[config.mk]
export PLATFORM = sky130hd
export DESIGN_NAME = orientation_template_match_score
export DESIGN_NICKNAME = d
export VERILOG_FILES = /design/src/rtl/core/otms_pkg.sv /design/src/rtl/core/orientation_template_match_score.sv /design/src/rtl/core/otms_cfg_regs.sv /design/src/rtl/core/otms_accum.sv /design/src/rtl/core/otms_score.sv
export SDC_FILE = /design/constraint.sdc
export NUM_CORES = 1
export LEC_CHECK = 0
export ABC_AREA = 1
export BUFFER_PORTS_ARGS = -buffer_cell sky130_fd_sc_hd__buf_2
export CORE_ASPECT_RATIO = 1.75
export CORE_MARGIN = 5
export CORE_UTILIZATION = 55
export CTS_CLUSTER_SIZE = 40
export DETAILED_ROUTE_END_ITERATION = 10
export GPL_TIMING_DRIVEN = 0
export PLACE_DENSITY_LB_ADDON = 0.12
export SYNTH_ARGS = -nofsm -noshare
export SYNTH_HDL_FRONTEND = slang
export SYNTH_SLANG_ARGS = --single-unit
[constraint.sdc]
create_clock -name clk -period 13.77 [get_ports clk]
set_input_delay 2.0655 -clock clk [delete_from_list [all_inputs] [get_ports clk]]
set_output_delay 2.0655 -clock clk [all_outputs]
set_load 0.01 [all_outputs]
[src/rtl/core/otms_pkg.sv]
// ----------------------------------------------------------------------------
// otms_pkg: shared types and constants for the orientation template scorer
// Payload structs, register indexes, field widths and the cell popcount.
// ----------------------------------------------------------------------------
package otms_pkg;

	localparam int TL_BIT_POS   = 7;
	localparam int CELL_W       = 8;
	localparam int BITS_W       = 16;
	localparam int TL_W         = 13;
	localparam int AREA_W       = 13;
	localparam int RATIO_W      = 16;
	localparam int CFG_IDX_W    = 2;
	localparam int CFG_DATA_W   = 16;
	localparam int AREA_PROD_W  = RATIO_W + AREA_W;
	localparam int LIMIT_W      = RATIO_W + BITS_W;
	localparam int PC_W         = 4;

	localparam logic [CELL_W-1:0] TEXTURELESS_CODE = CELL_W'(1 << TL_BIT_POS);

	localparam logic [CFG_IDX_W-1:0] REG_TEMPLATE_AREA   = 2'd0;
	localparam logic [CFG_IDX_W-1:0] REG_MIN_RATIO       = 2'd1;
	localparam logic [CFG_IDX_W-1:0] REG_MAX_TEXTURELESS = 2'd2;

	localparam logic [AREA_W-1:0]      AREA_RESET      = 13'd1;
	localparam logic [RATIO_W-1:0]     MIN_RATIO_RESET = 16'd55706;
	localparam logic [RATIO_W-1:0]     MAX_TL_RESET    = 16'd0;
	localparam logic [AREA_PROD_W-1:0] AREA_PROD_RESET = 29'd55706;

	localparam logic [CELL_W-1:0] MASK_PAIRS   = 8'h55;
	localparam logic [CELL_W-1:0] MASK_QUADS   = 8'h33;
	localparam logic [CELL_W-1:0] MASK_NIBBLES = 8'h0f;

	typedef struct packed {
		logic [CELL_W-1:0] query_cell;
		logic [CELL_W-1:0] template_cell;
		logic              last_cell;
	} in_t;

	typedef struct packed {
		logic              match;
		logic [BITS_W-1:0] bit_count;
		logic [TL_W-1:0]   textureless_count;
		logic              empty_window;
	} out_t;

	// window totals handed from the accumulator to the scorer
	typedef struct packed {
		logic [BITS_W-1:0] bits;
		logic [TL_W-1:0]   tl;
	} win_t;

	// thresholds handed from the register file to the scorer
	typedef struct packed {
		logic [AREA_PROD_W-1:0] area_prod;
		logic [RATIO_W-1:0]     max_tl;
	} thr_t;

	function automatic logic [PC_W-1:0] popcount8(input logic [CELL_W-1:0] v);
		logic [CELL_W-1:0] a;
		logic [CELL_W-1:0] b;
		logic [CELL_W-1:0] c;
		a = (v & MASK_PAIRS) + ((v >> 1) & MASK_PAIRS);
		b = (a & MASK_QUADS) + ((a >> 2) & MASK_QUADS);
		c = (b & MASK_NIBBLES) + ((b >> 4) & MASK_NIBBLES);
		return c[PC_W-1:0];
	endfunction

endpackage

[src/rtl/core/orientation_template_match_score.sv]
// ----------------------------------------------------------------------------
// orientation_template_match_score: window score against a stored template
// Streams cell pairs, accumulates matched bits and emits one score per window.
// ----------------------------------------------------------------------------
// The block takes one query/template cell pair per cycle, back to back, with
// no gaps needed between windows. Each pair is ANDed; the popcount of the AND
// adds to a saturating 16-bit bit count and an AND of exactly the textureless
// code adds to a saturating 13-bit textureless count. The pair flagged
// last_cell closes the window: one result word becomes valid once that pair
// has passed the input register, totals register, limit multiplier stage
// and result register, and the counters start the next window from zero.
// Match is set
// when bit_count*65536 > min_ratio_q16*template_area and
// textureless_count*65536 < max_textureless_q16*bit_count; an all-zero bit
// count sets empty_window and clears match. Throughput is set by the single
// accumulator adder: one cell per cycle. A result that waits at the output
// does not stop plain cells; up to three results can wait (result, scorer and
// totals registers), and only a last cell that finds all three full holds
// the input until room opens.
// Write configuration only while no window is in flight; the area product
// settles in the cycle after a write. Indexes beyond the three registers are
// ignored, and cfg_ready is always high.
// ----------------------------------------------------------------------------
module orientation_template_match_score (
	input  logic                              clk,
	input  logic                              arst_n,
	input  logic                              in_valid,
	output logic                              in_ready,
	input  otms_pkg::in_t                     in_data,
	output logic                              out_valid,
	input  logic                              out_ready,
	output otms_pkg::out_t                    out_data,
	input  logic                              cfg_valid,
	output logic                              cfg_ready,
	input  logic [otms_pkg::CFG_IDX_W-1:0]    cfg_index,
	input  logic [otms_pkg::CFG_DATA_W-1:0]   cfg_data
);
	import otms_pkg::*;

	// thresholds from the register file
	thr_t thr;

	// closed-window totals between accumulator and scorer
	logic win_valid;
	logic win_ready;
	win_t win;

	// hold the registers and the registered area limit
	otms_cfg_regs u_cfg_regs (
		.clk       (clk),
		.arst_n    (arst_n),
		.cfg_valid (cfg_valid),
		.cfg_ready (cfg_ready),
		.cfg_index (cfg_index),
		.cfg_data  (cfg_data),
		.thr       (thr)
	);

	// register each pair, accumulate, and drop totals on the last cell
	otms_accum u_accum (
		.clk       (clk),
		.arst_n    (arst_n),
		.in_valid  (in_valid),
		.in_ready  (in_ready),
		.in_data   (in_data),
		.win_valid (win_valid),
		.win_ready (win_ready),
		.win       (win)
	);

	// advance totals through the limit multiply and the ratio compares
	otms_score u_score (
		.clk       (clk),
		.arst_n    (arst_n),
		.win_valid (win_valid),
		.win_ready (win_ready),
		.win       (win),
		.thr       (thr),
		.out_valid (out_valid),
		.out_ready (out_ready),
		.out_data  (out_data)
	);

endmodule

[src/rtl/core/otms_cfg_regs.sv]
// ----------------------------------------------------------------------------
// otms_cfg_regs: configuration registers
// Holds area and ratio thresholds and keeps the area limit product registered.
// ----------------------------------------------------------------------------
module otms_cfg_regs (
	input  logic                              clk,
	input  logic                              arst_n,
	input  logic                              cfg_valid,
	output logic                              cfg_ready,
	input  logic [otms_pkg::CFG_IDX_W-1:0]    cfg_index,
	input  logic [otms_pkg::CFG_DATA_W-1:0]   cfg_data,
	output otms_pkg::thr_t                    thr
);
	import otms_pkg::*;

	logic [AREA_W-1:0]      area_q;
	logic [RATIO_W-1:0]     min_ratio_q;
	logic [RATIO_W-1:0]     max_tl_q;
	logic [AREA_PROD_W-1:0] area_prod_q;

	assign cfg_ready = 1'b1;

	always_ff @(posedge clk or negedge arst_n) begin
		if (!arst_n) begin
			area_q      <= AREA_RESET;
			min_ratio_q <= MIN_RATIO_RESET;
			max_tl_q    <= MAX_TL_RESET;
		end else if (cfg_valid) begin
			unique case (cfg_index)
				REG_TEMPLATE_AREA:   area_q      <= cfg_data[AREA_W-1:0];
				REG_MIN_RATIO:       min_ratio_q <= cfg_data[RATIO_W-1:0];
				REG_MAX_TEXTURELESS: max_tl_q    <= cfg_data[RATIO_W-1:0];
				default:             ;
			endcase
		end
	end

	// follow the registers in the next cycle; settled long before a window ends
	always_ff @(posedge clk or negedge arst_n) begin
		if (!arst_n) begin
			area_prod_q <= AREA_PROD_RESET;
		end else begin
			area_prod_q <= AREA_PROD_W'(min_ratio_q) * AREA_PROD_W'(area_q);
		end
	end

	assign thr.area_prod = area_prod_q;
	assign thr.max_tl    = max_tl_q;

endmodule

[src/rtl/core/otms_accum.sv]
// ----------------------------------------------------------------------------
// otms_accum: input register and window accumulators
// ANDs each cell pair, adds its popcount and counts textureless cells.
// ----------------------------------------------------------------------------
module otms_accum (
	input  logic            clk,
	input  logic            arst_n,
	input  logic            in_valid,
	output logic            in_ready,
	input  otms_pkg::in_t   in_data,
	output logic            win_valid,
	input  logic            win_ready,
	output otms_pkg::win_t  win
);
	import otms_pkg::*;

	logic [CELL_W-1:0] cell_s1;
	logic              last_s1;
	logic              valid_s1;
	logic [BITS_W-1:0] bit_acc_q;
	logic [TL_W-1:0]   tl_acc_q;
	logic              win_valid_q;
	win_t              win_q;

	logic              drain;
	logic [PC_W-1:0]   pc;
	logic [BITS_W:0]   bit_sum;
	logic [BITS_W-1:0] bit_next;
	logic [TL_W-1:0]   tl_next;

	// a plain cell never waits; a last cell waits for the totals register
	assign drain    = valid_s1 && (!last_s1 || !win_valid_q || win_ready);
	assign in_ready = !valid_s1 || drain;

	always_comb begin
		pc       = popcount8(cell_s1);
		bit_sum  = {1'b0, bit_acc_q} + (BITS_W+1)'(pc);
		bit_next = bit_sum[BITS_W] ? {BITS_W{1'b1}} : bit_sum[BITS_W-1:0];
		if (cell_s1 == TEXTURELESS_CODE && tl_acc_q != {TL_W{1'b1}}) begin
			tl_next = tl_acc_q + TL_W'(1);
		end else begin
			tl_next = tl_acc_q;
		end
	end

	always_ff @(posedge clk or negedge arst_n) begin
		if (!arst_n) begin
			valid_s1 <= 1'b0;
		end else if (in_ready) begin
			valid_s1 <= in_valid;
		end
	end

	always_ff @(posedge clk) begin
		if (in_ready && in_valid) begin
			cell_s1 <= in_data.query_cell & in_data.template_cell;
			last_s1 <= in_data.last_cell;
		end
	end

	always_ff @(posedge clk or negedge arst_n) begin
		if (!arst_n) begin
			bit_acc_q   <= '0;
			tl_acc_q    <= '0;
			win_valid_q <= 1'b0;
		end else begin
			if (drain) begin
				// clear after the last cell of a window
				bit_acc_q <= last_s1 ? '0 : bit_next;
				tl_acc_q  <= last_s1 ? '0 : tl_next;
			end
			if (drain && last_s1) begin
				win_valid_q <= 1'b1;
			end else if (win_ready) begin
				win_valid_q <= 1'b0;
			end
		end
	end

	always_ff @(posedge clk) begin
		if (drain && last_s1) begin
			win_q.bits <= bit_next;
			win_q.tl   <= tl_next;
		end
	end

	assign win_valid = win_valid_q;
	assign win       = win_q;

endmodule

[src/rtl/core/otms_score.sv]
// ----------------------------------------------------------------------------
// otms_score: ratio tests and result register
// Multiplies the textureless limit, compares both ratios, holds the result.
// ----------------------------------------------------------------------------
module otms_score (
	input  logic            clk,
	input  logic            arst_n,
	input  logic            win_valid,
	output logic            win_ready,
	input  otms_pkg::win_t  win,
	input  otms_pkg::thr_t  thr,
	output logic            out_valid,
	input  logic            out_ready,
	output otms_pkg::out_t  out_data
);
	import otms_pkg::*;

	logic              valid_s3;
	logic [BITS_W-1:0] bits_s3;
	logic [TL_W-1:0]   tl_s3;
	logic [LIMIT_W-1:0] limit_s3;
	logic              out_valid_q;
	out_t              out_q;

	logic              out_take;
	logic              move_s3;
	logic              empty;
	logic              ratio_ok;
	logic              tl_ok;

	assign out_take  = !out_valid_q || out_ready;
	assign move_s3   = valid_s3 && out_take;
	assign win_ready = !valid_s3 || move_s3;

	always_ff @(posedge clk or negedge arst_n) begin
		if (!arst_n) begin
			valid_s3 <= 1'b0;
		end else if (win_ready) begin
			valid_s3 <= win_valid;
		end
	end

	always_ff @(posedge clk) begin
		if (win_ready && win_valid) begin
			bits_s3  <= win.bits;
			tl_s3    <= win.tl;
			limit_s3 <= LIMIT_W'(thr.max_tl) * LIMIT_W'(win.bits);
		end
	end

	always_comb begin
		empty    = (bits_s3 == '0);
		ratio_ok = {bits_s3, 16'h0000} > LIMIT_W'(thr.area_prod);
		tl_ok    = LIMIT_W'({tl_s3, 16'h0000}) < limit_s3;
	end

	always_ff @(posedge clk or negedge arst_n) begin
		if (!arst_n) begin
			out_valid_q <= 1'b0;
		end else if (out_take) begin
			out_valid_q <= valid_s3;
		end
	end

	always_ff @(posedge clk) begin
		if (move_s3) begin
			out_q.match             <= !empty && ratio_ok && tl_ok;
			out_q.bit_count         <= bits_s3;
			out_q.textureless_count <= tl_s3;
			out_q.empty_window      <= empty;
		end
	end

	assign out_valid = out_valid_q;
	assign out_data  = out_q;

endmodule

======== Word level (Yosys, flattened, before mapping) ========
Index checks and enable logic that the tools add are counted.
storage, ports and cells
  register bits ........................... 237
  output and inout bits ................... 34
  logic and storage cells ................. 66
cells by class
  add/subtract/negate cells ............... 5
  $mul .................................... 2
  magnitude comparators ................... 2
  equal/unequal tests ..................... 4
  multiplexer cells ....................... 6
  bitwise logic cells ..................... 1
  reductions and logical operators ........ 25
operators with widths
  kind                   count
  $gt 32x29->1           1
  $lt 29x32->1           1
  $mul 16x16->32         1
  $mux 16                2
  $mul 16x13->29         1
  $mux 13                2
  $add 16x4->17          1
  $logic_not 16->1       1
  $add 13x1->13 const B  1
  $ne 13x13->1 const B   1
  $add 7x7->8            1
  $and 8x8->8            1
  $eq 8x8->1 const B     1
  $logic_and 1x1->1      8
  $add 6x6->7            1
  $logic_not 1->1        6
  $reduce_and 2->1       3
  $logic_or 1x1->1       5
  $add 4x4->4            1
  $eq 2x1->1 const B     1
  $eq 2x2->1 const B     1
  $logic_not 2->1        1
  $mux 1                 2
  $reduce_bool 2->1      1

======== Longest topological paths before layout ========
  depth after elaboration ................. 8
  depth in mapped cells ................... 25

======== By module ========
Synthesis repeated with hierarchy kept, for this count alone.
unflattened totals
  cell total of the unflattened synthesis .. 3402
  area, all modules ....................... 27114.8 um^2
modules (own cells, without submodules)
  module         instances  cells each  area each (um^2)
  otms_score     1          1623        13227.7
  otms_cfg_regs  1          1331        10038.4
  otms_accum     1          448         3848.7

======== Least setup slack after synthesis ========
Ideal clock, no wire load.
  kind .................................... register to register
  start point ............................. register u_cfg_regs.max_tl_q[7]
  end point ............................... register u_score.limit_s3[31] (data pin)
  setup time .............................. 0.252 ns
  arrival time ............................ 5.049 ns
  required time ........................... 13.518 ns
  setup slack ............................. 8.469 ns
  stages on the path, launching flop included .. 23
  path buffers ............................ 2
  cell sequence ........................... dfrtp_1 -> clkbuf_1 -> clkbuf_1 -> nand2_1 -> fa_1 -> inv_1 -> fa_1 -> inv_1 -> fa_1 -> inv_1 -> fa_1 -> fa_1 -> inv_1 -> fa_1 -> inv_1 -> ha_1 -> nand2_1 -> nor2_1 -> nand3_1 -> nand3_1 -> nand2_1 -> nand3_1 -> nand2_1
between the ends
  word-level cells in the longest chain between the ends .. 1
ends and longest elaborated chain
  what                    line                 text
  start, declared         otms_cfg_regs.sv:18  logic [RATIO_W-1:0] max_tl_q;
  start signal, assigned  otms_cfg_regs.sv:32  REG_MAX_TEXTURELESS: max_tl_q <= cfg_data[RATIO_W-1:0];
  $mul 16x16->32          otms_score.sv:47     limit_s3 <= LIMIT_W'(thr.max_tl) * LIMIT_W'(win.bits);
  end signal, assigned    otms_score.sv:47
  end, declared           otms_score.sv:21     logic [LIMIT_W-1:0] limit_s3;
No other way between the ends.
A chain may end at the register's enable or synchronous reset.

======== Final worst setup path ========
  start point ............................. register u_cfg_regs.max_tl_q[9]
  end point ............................... register u_score.limit_s3[17] (data pin)
The elaborated chain is that of the path after synthesis.

==> impl_results.html <==
<table>
<tr><th>Metric</th><th>Value</th></tr>
<tr><th colspan="2">Outcome</th></tr>
<tr><td>Run status</td><td>finished, final reports clean</td></tr>
<tr><th colspan="2">Global route</th></tr>
<tr><td>Pin count of the biggest net entering global routing</td><td>66</td></tr>
<tr><td>Overall overflow remaining after global route</td><td>0</td></tr>
<tr><td>Vias in the first global route</td><td>22350</td></tr>
<tr><td>Initial antenna violation count</td><td>0</td></tr>
<tr><td>First-pass GRT wire length</td><td>117600 um</td></tr>
<tr><td>GRT Resource Usage Total</td><td>0.2899</td></tr>
<tr><th colspan="2">Logic synthesis</th></tr>
<tr><td>Most frequent cells after synthesis</td><td>sky130_fd_sc_hd__nand2_1, sky130_fd_sc_hd__inv_1, sky130_fd_sc_hd__fa_1</td></tr>
<tr><td>Netlist Area Pre-Place</td><td>26540 sq um</td></tr>
<tr><td>Number of unique standard cell types used by synthesis</td><td>35</td></tr>
<tr><td>Most used flip-flop cell after synthesis</td><td>sky130_fd_sc_hd__edfxtp_1</td></tr>
<tr><td>Flops &amp; latches, synth</td><td>237</td></tr>
<tr><td>Top-count cell post-synth</td><td>sky130_fd_sc_hd__nand2_1</td></tr>
<tr><td>FFs w/ async S/R, synth</td><td>0.4515</td></tr>
<tr><td>EDFF count, synth</td><td>130</td></tr>
<tr><td>Total number of yosys warnings</td><td>0</td></tr>
<tr><td>Number of nets in the synthesized netlist</td><td>3924</td></tr>
<tr><td>Cell type contributing the most total cell area after synthesis</td><td>sky130_fd_sc_hd__fa_1</td></tr>
<tr><td>Sequential fraction of the synthesis area</td><td>0.2489</td></tr>
<tr><td>Average size of a mapped cell</td><td>8.019 sq um</td></tr>
<tr><td>Cell types occupying the most area after synthesis</td><td>sky130_fd_sc_hd__fa_1, sky130_fd_sc_hd__edfxtp_1, sky130_fd_sc_hd__nand2_1</td></tr>
<tr><td>Synth top area share</td><td>0.2655</td></tr>
<tr><td>Number of instances in the synthesized netlist</td><td>3310</td></tr>
<tr><th colspan="2">Final layout</th></tr>
<tr><td>Final core occ</td><td>0.5960</td></tr>
<tr><td>Final-stage net count</td><td>4022</td></tr>
<tr><td>Fraction of layout instances using a drive strength above 1</td><td>0.04702</td></tr>
<tr><td>Syn-to-layout area delta</td><td>7.222%</td></tr>
<tr><td>Number of fill cells in the layout</td><td>4423</td></tr>
<tr><td>N_diodes</td><td>0</td></tr>
<tr><th colspan="2">Clocking</th></tr>
<tr><td>Clock tree from TritonCTS</td><td>yes</td></tr>
<tr><td>Post-CTS clock slew at the launch and capture registers of the worst setup and hold paths</td><td>70 ps</td></tr>
<tr><td>Buffer depth of the longest clock path</td><td>3</td></tr>
<tr><td>Clock latency on the worst-skew pair</td><td>560 ps</td></tr>
<tr><td>Resized cells post-CTS</td><td>0</td></tr>
<tr><td>Clock tree root driver cell</td><td>sky130_fd_sc_hd__clkbuf_16</td></tr>
<tr><td>Number of levels the H-tree was split into</td><td>1</td></tr>
<tr><td>Number of buffers added for setup after CTS</td><td>0</td></tr>
<tr><td>Number of hold buffers added after CTS</td><td>0</td></tr>
<tr><td>Cts bufs inserted</td><td>22</td></tr>
<tr><td>Clock sink count</td><td>237</td></tr>
<tr><th colspan="2">STA</th></tr>
<tr><td>Max Clk Rate</td><td>146.9 MHz</td></tr>
<tr><td>Pins Over Slew Limit</td><td>0</td></tr>
<tr><td>Final setup violation count</td><td>0</td></tr>
<tr><td>Least setup slack across all paths after layout</td><td>6961 ps</td></tr>
<tr><td>Shortest period the worst path allows</td><td>6809 ps</td></tr>
<tr><td>Actual transition at the worst max-transition pin</td><td>1241 ps</td></tr>
<tr><td>Count of final hold-check violations</td><td>0</td></tr>
<tr><td>Unrepaired setup endpoints after global routing</td><td>false</td></tr>
<tr><td>Worst slew margin</td><td>0.1715</td></tr>
<tr><td>Final period utilization</td><td>0.4945</td></tr>
<tr><td>Setup TNS</td><td>0 ps</td></tr>
<tr><td>Clock tree skew after final layout</td><td>35.83 ps</td></tr>
<tr><td>Worst slack on hold paths</td><td>419.9 ps</td></tr>
<tr><th colspan="2">Placed design</th></tr>
<tr><td>Minimum setup slack after placement</td><td>7047 ps</td></tr>
<tr><td>Final weighted congestion of routability-driven global placement</td><td>1.004</td></tr>
<tr><td>Count of input and output buffers</td><td>72</td></tr>
<tr><td>Detail Placement HPWL</td><td>64480 um</td></tr>
<tr><th colspan="2">Critical path</th></tr>
<tr><td>Data arrival time of the critical path</td><td>7150 ps</td></tr>
<tr><td>Element type at the critical path end</td><td>flip-flop</td></tr>
<tr><td>Required time of the critical path</td><td>14110 ps</td></tr>
<tr><td>Max FO, Critical Path</td><td>10</td></tr>
<tr><td>Critical path type</td><td>flip-flop to flip-flop</td></tr>
<tr><td>Critical path startpoint category</td><td>flip-flop</td></tr>
<tr><th colspan="2">Floorplan</th></tr>
<tr><td>Horizontal die dimension</td><td>176.1 um</td></tr>
<tr><td>Core area</td><td>47750 sq um</td></tr>
<tr><td>Number of ports placed on the die boundary</td><td>74</td></tr>
<tr><td>Area of the die</td><td>52920 sq um</td></tr>
<tr><td>Vertical die dimension</td><td>300.6 um</td></tr>
<tr><td>Std cell rows</td><td>106</td></tr>
<tr><td>Initial standard-cell utilization of the core</td><td>0.5559</td></tr>
<tr><th colspan="2">Detailed routing</th></tr>
<tr><td>DR WL/cell</td><td>18.69 um</td></tr>
<tr><td>Wirelength, routed</td><td>75110 um</td></tr>
<tr><td>ANT nets after route</td><td>0</td></tr>
<tr><td>First-pass iteration count of the detailed router</td><td>5</td></tr>
<tr><td>Via count</td><td>20700</td></tr>
<tr><td>Number of DRC violations after detailed routing</td><td>0</td></tr>
<tr><td>Via-per-instance ratio</td><td>5.153</td></tr>
<tr><td>Iteration-0 DRC count of the detailed router</td><td>948</td></tr>
<tr><th colspan="2">Hold path</th></tr>
<tr><td>Class of the tightest hold or removal check</td><td>flip-flop to flip-flop</td></tr>
<tr><th colspan="2">Job</th></tr>
<tr><td>Max-cap violations</td><td>0</td></tr>
</table>
cells in the final DEF, fill, tap and decap left out, drive strengths merged, types with 82 or more instances in the layout:
| cell | n |
|---|---|
| ha | 222 |
| inv | 884 |
| buf | 82 |
| clkbuf | 144 |
| fa | 352 |
| dfrtp | 88 |
| nor2 | 137 |
| nand3 | 103 |
| edfxtp | 130 |
| nand2 | 1040 |
cell families after synthesis:
| group | count (synthesis) | share of synthesized area |
|---|---|---|
| XOR/XNOR | 46 | 0.01518 |
| AO/OA/AOI/OAI | 128 | 0.02536 |
| adder cells (fa/ha/maj) | 574 | 0.3702 |
| flip-flops | 237 | 0.2489 |
| AND/OR/NAND/NOR | 1322 | 0.1977 |
| other | 1 | 0.0001413 |
| buffers and inverters | 1002 | 0.1426 |
flip-flops by register name, indices dropped and copies added (netlist names), 16 cells and up:
register / count
u_score.limit_s3: 32
u_score.out_data: 31
u_accum.win: 29
u_cfg_regs.area_prod_q: 29
u_accum.bit_acc_q: 16
u_cfg_regs.max_tl_q: 16
u_cfg_regs.min_ratio_q: 16
u_score.bits_s3: 16
per-stage QoR:
stage / cell area (sq um) / instances
final: 28460 / 4018
after global routing: 28460 / 4018
after CTS: 28460 / 4018
after detailed placement: 27700 / 3978
after global placement: 27650 / 3976
after floorplan: 26540 / 3310
critical path: stages, from the launching register on:
cell	delay, ps
sky130_fd_sc_hd__dfrtp_1	310
sky130_fd_sc_hd__clkbuf_1	590
sky130_fd_sc_hd__clkbuf_1	670
sky130_fd_sc_hd__nand2_1	180
sky130_fd_sc_hd__fa_1	580
sky130_fd_sc_hd__inv_1	70
sky130_fd_sc_hd__fa_1	490
sky130_fd_sc_hd__fa_1	580
sky130_fd_sc_hd__fa_1	470
sky130_fd_sc_hd__fa_1	520
sky130_fd_sc_hd__inv_1	50
sky130_fd_sc_hd__fa_1	600
sky130_fd_sc_hd__inv_1	70
sky130_fd_sc_hd__ha_1	410
sky130_fd_sc_hd__nand2_1	120
sky130_fd_sc_hd__nor2_1	290
sky130_fd_sc_hd__nand2_1	120
sky130_fd_sc_hd__a21oi_1	140
sky130_fd_sc_hd__nor2_1	70
sky130_fd_sc_hd__xnor2_1	280
path summary, 6_finish.rpt:
check / depth (start not counted) / to / slack (ps) / from
max in group asynchronous: 2 / u_cfg_regs.min_ratio_q[7] / 11450 / arst_n
worst min register to register: 0 / u_score.tl_s3[11] / 420 / u_accum.win[11]
min in group asynchronous: 1 / u_cfg_regs.area_prod_q[9] / 1510 / arst_n
worst max register to register: 19 / u_score.limit_s3[17] / 6960 / u_cfg_regs.max_tl_q[9]
worst max-delay path: 19 / u_score.limit_s3[17] / 6960 / u_cfg_regs.max_tl_q[9]
worst min-delay path: 0 / u_score.tl_s3[11] / 420 / u_accum.win[11]
routing by layer:
layer | GRT usage | wire (um) | up-vias
met3 | 0.02537 | 2441 | 264
met2 | 0.5681 | 42240 | 562
met5 | 0 | 0 | -
li1 | - | - | 9823
met1 | 0.2778 | 23770 | 10050
met4 | 0.2012 | 6654 | 0
layout make-up:
| type | count | area (sq um) | area share |
|---|---|---|---|
| sequential | 237 | 6605 | 0.2321 |
| multi-input combinational | 2071 | 16160 | 0.5678 |
| inverter | 879 | 3299 | 0.1159 |
| clock inverter | 11 | 95.09 | 0.003341 |
| buffer | 123 | 486.7 | 0.01710 |
| tap | 594 | 743.2 | 0.02612 |
| timing repair buffer | 74 | 410.4 | 0.01442 |
| clock buffer | 29 | 660.6 | 0.02321 |
Power is not shown: default switching activity piles up to over one toggle a cycle in this logic, so the estimate is an artifact.
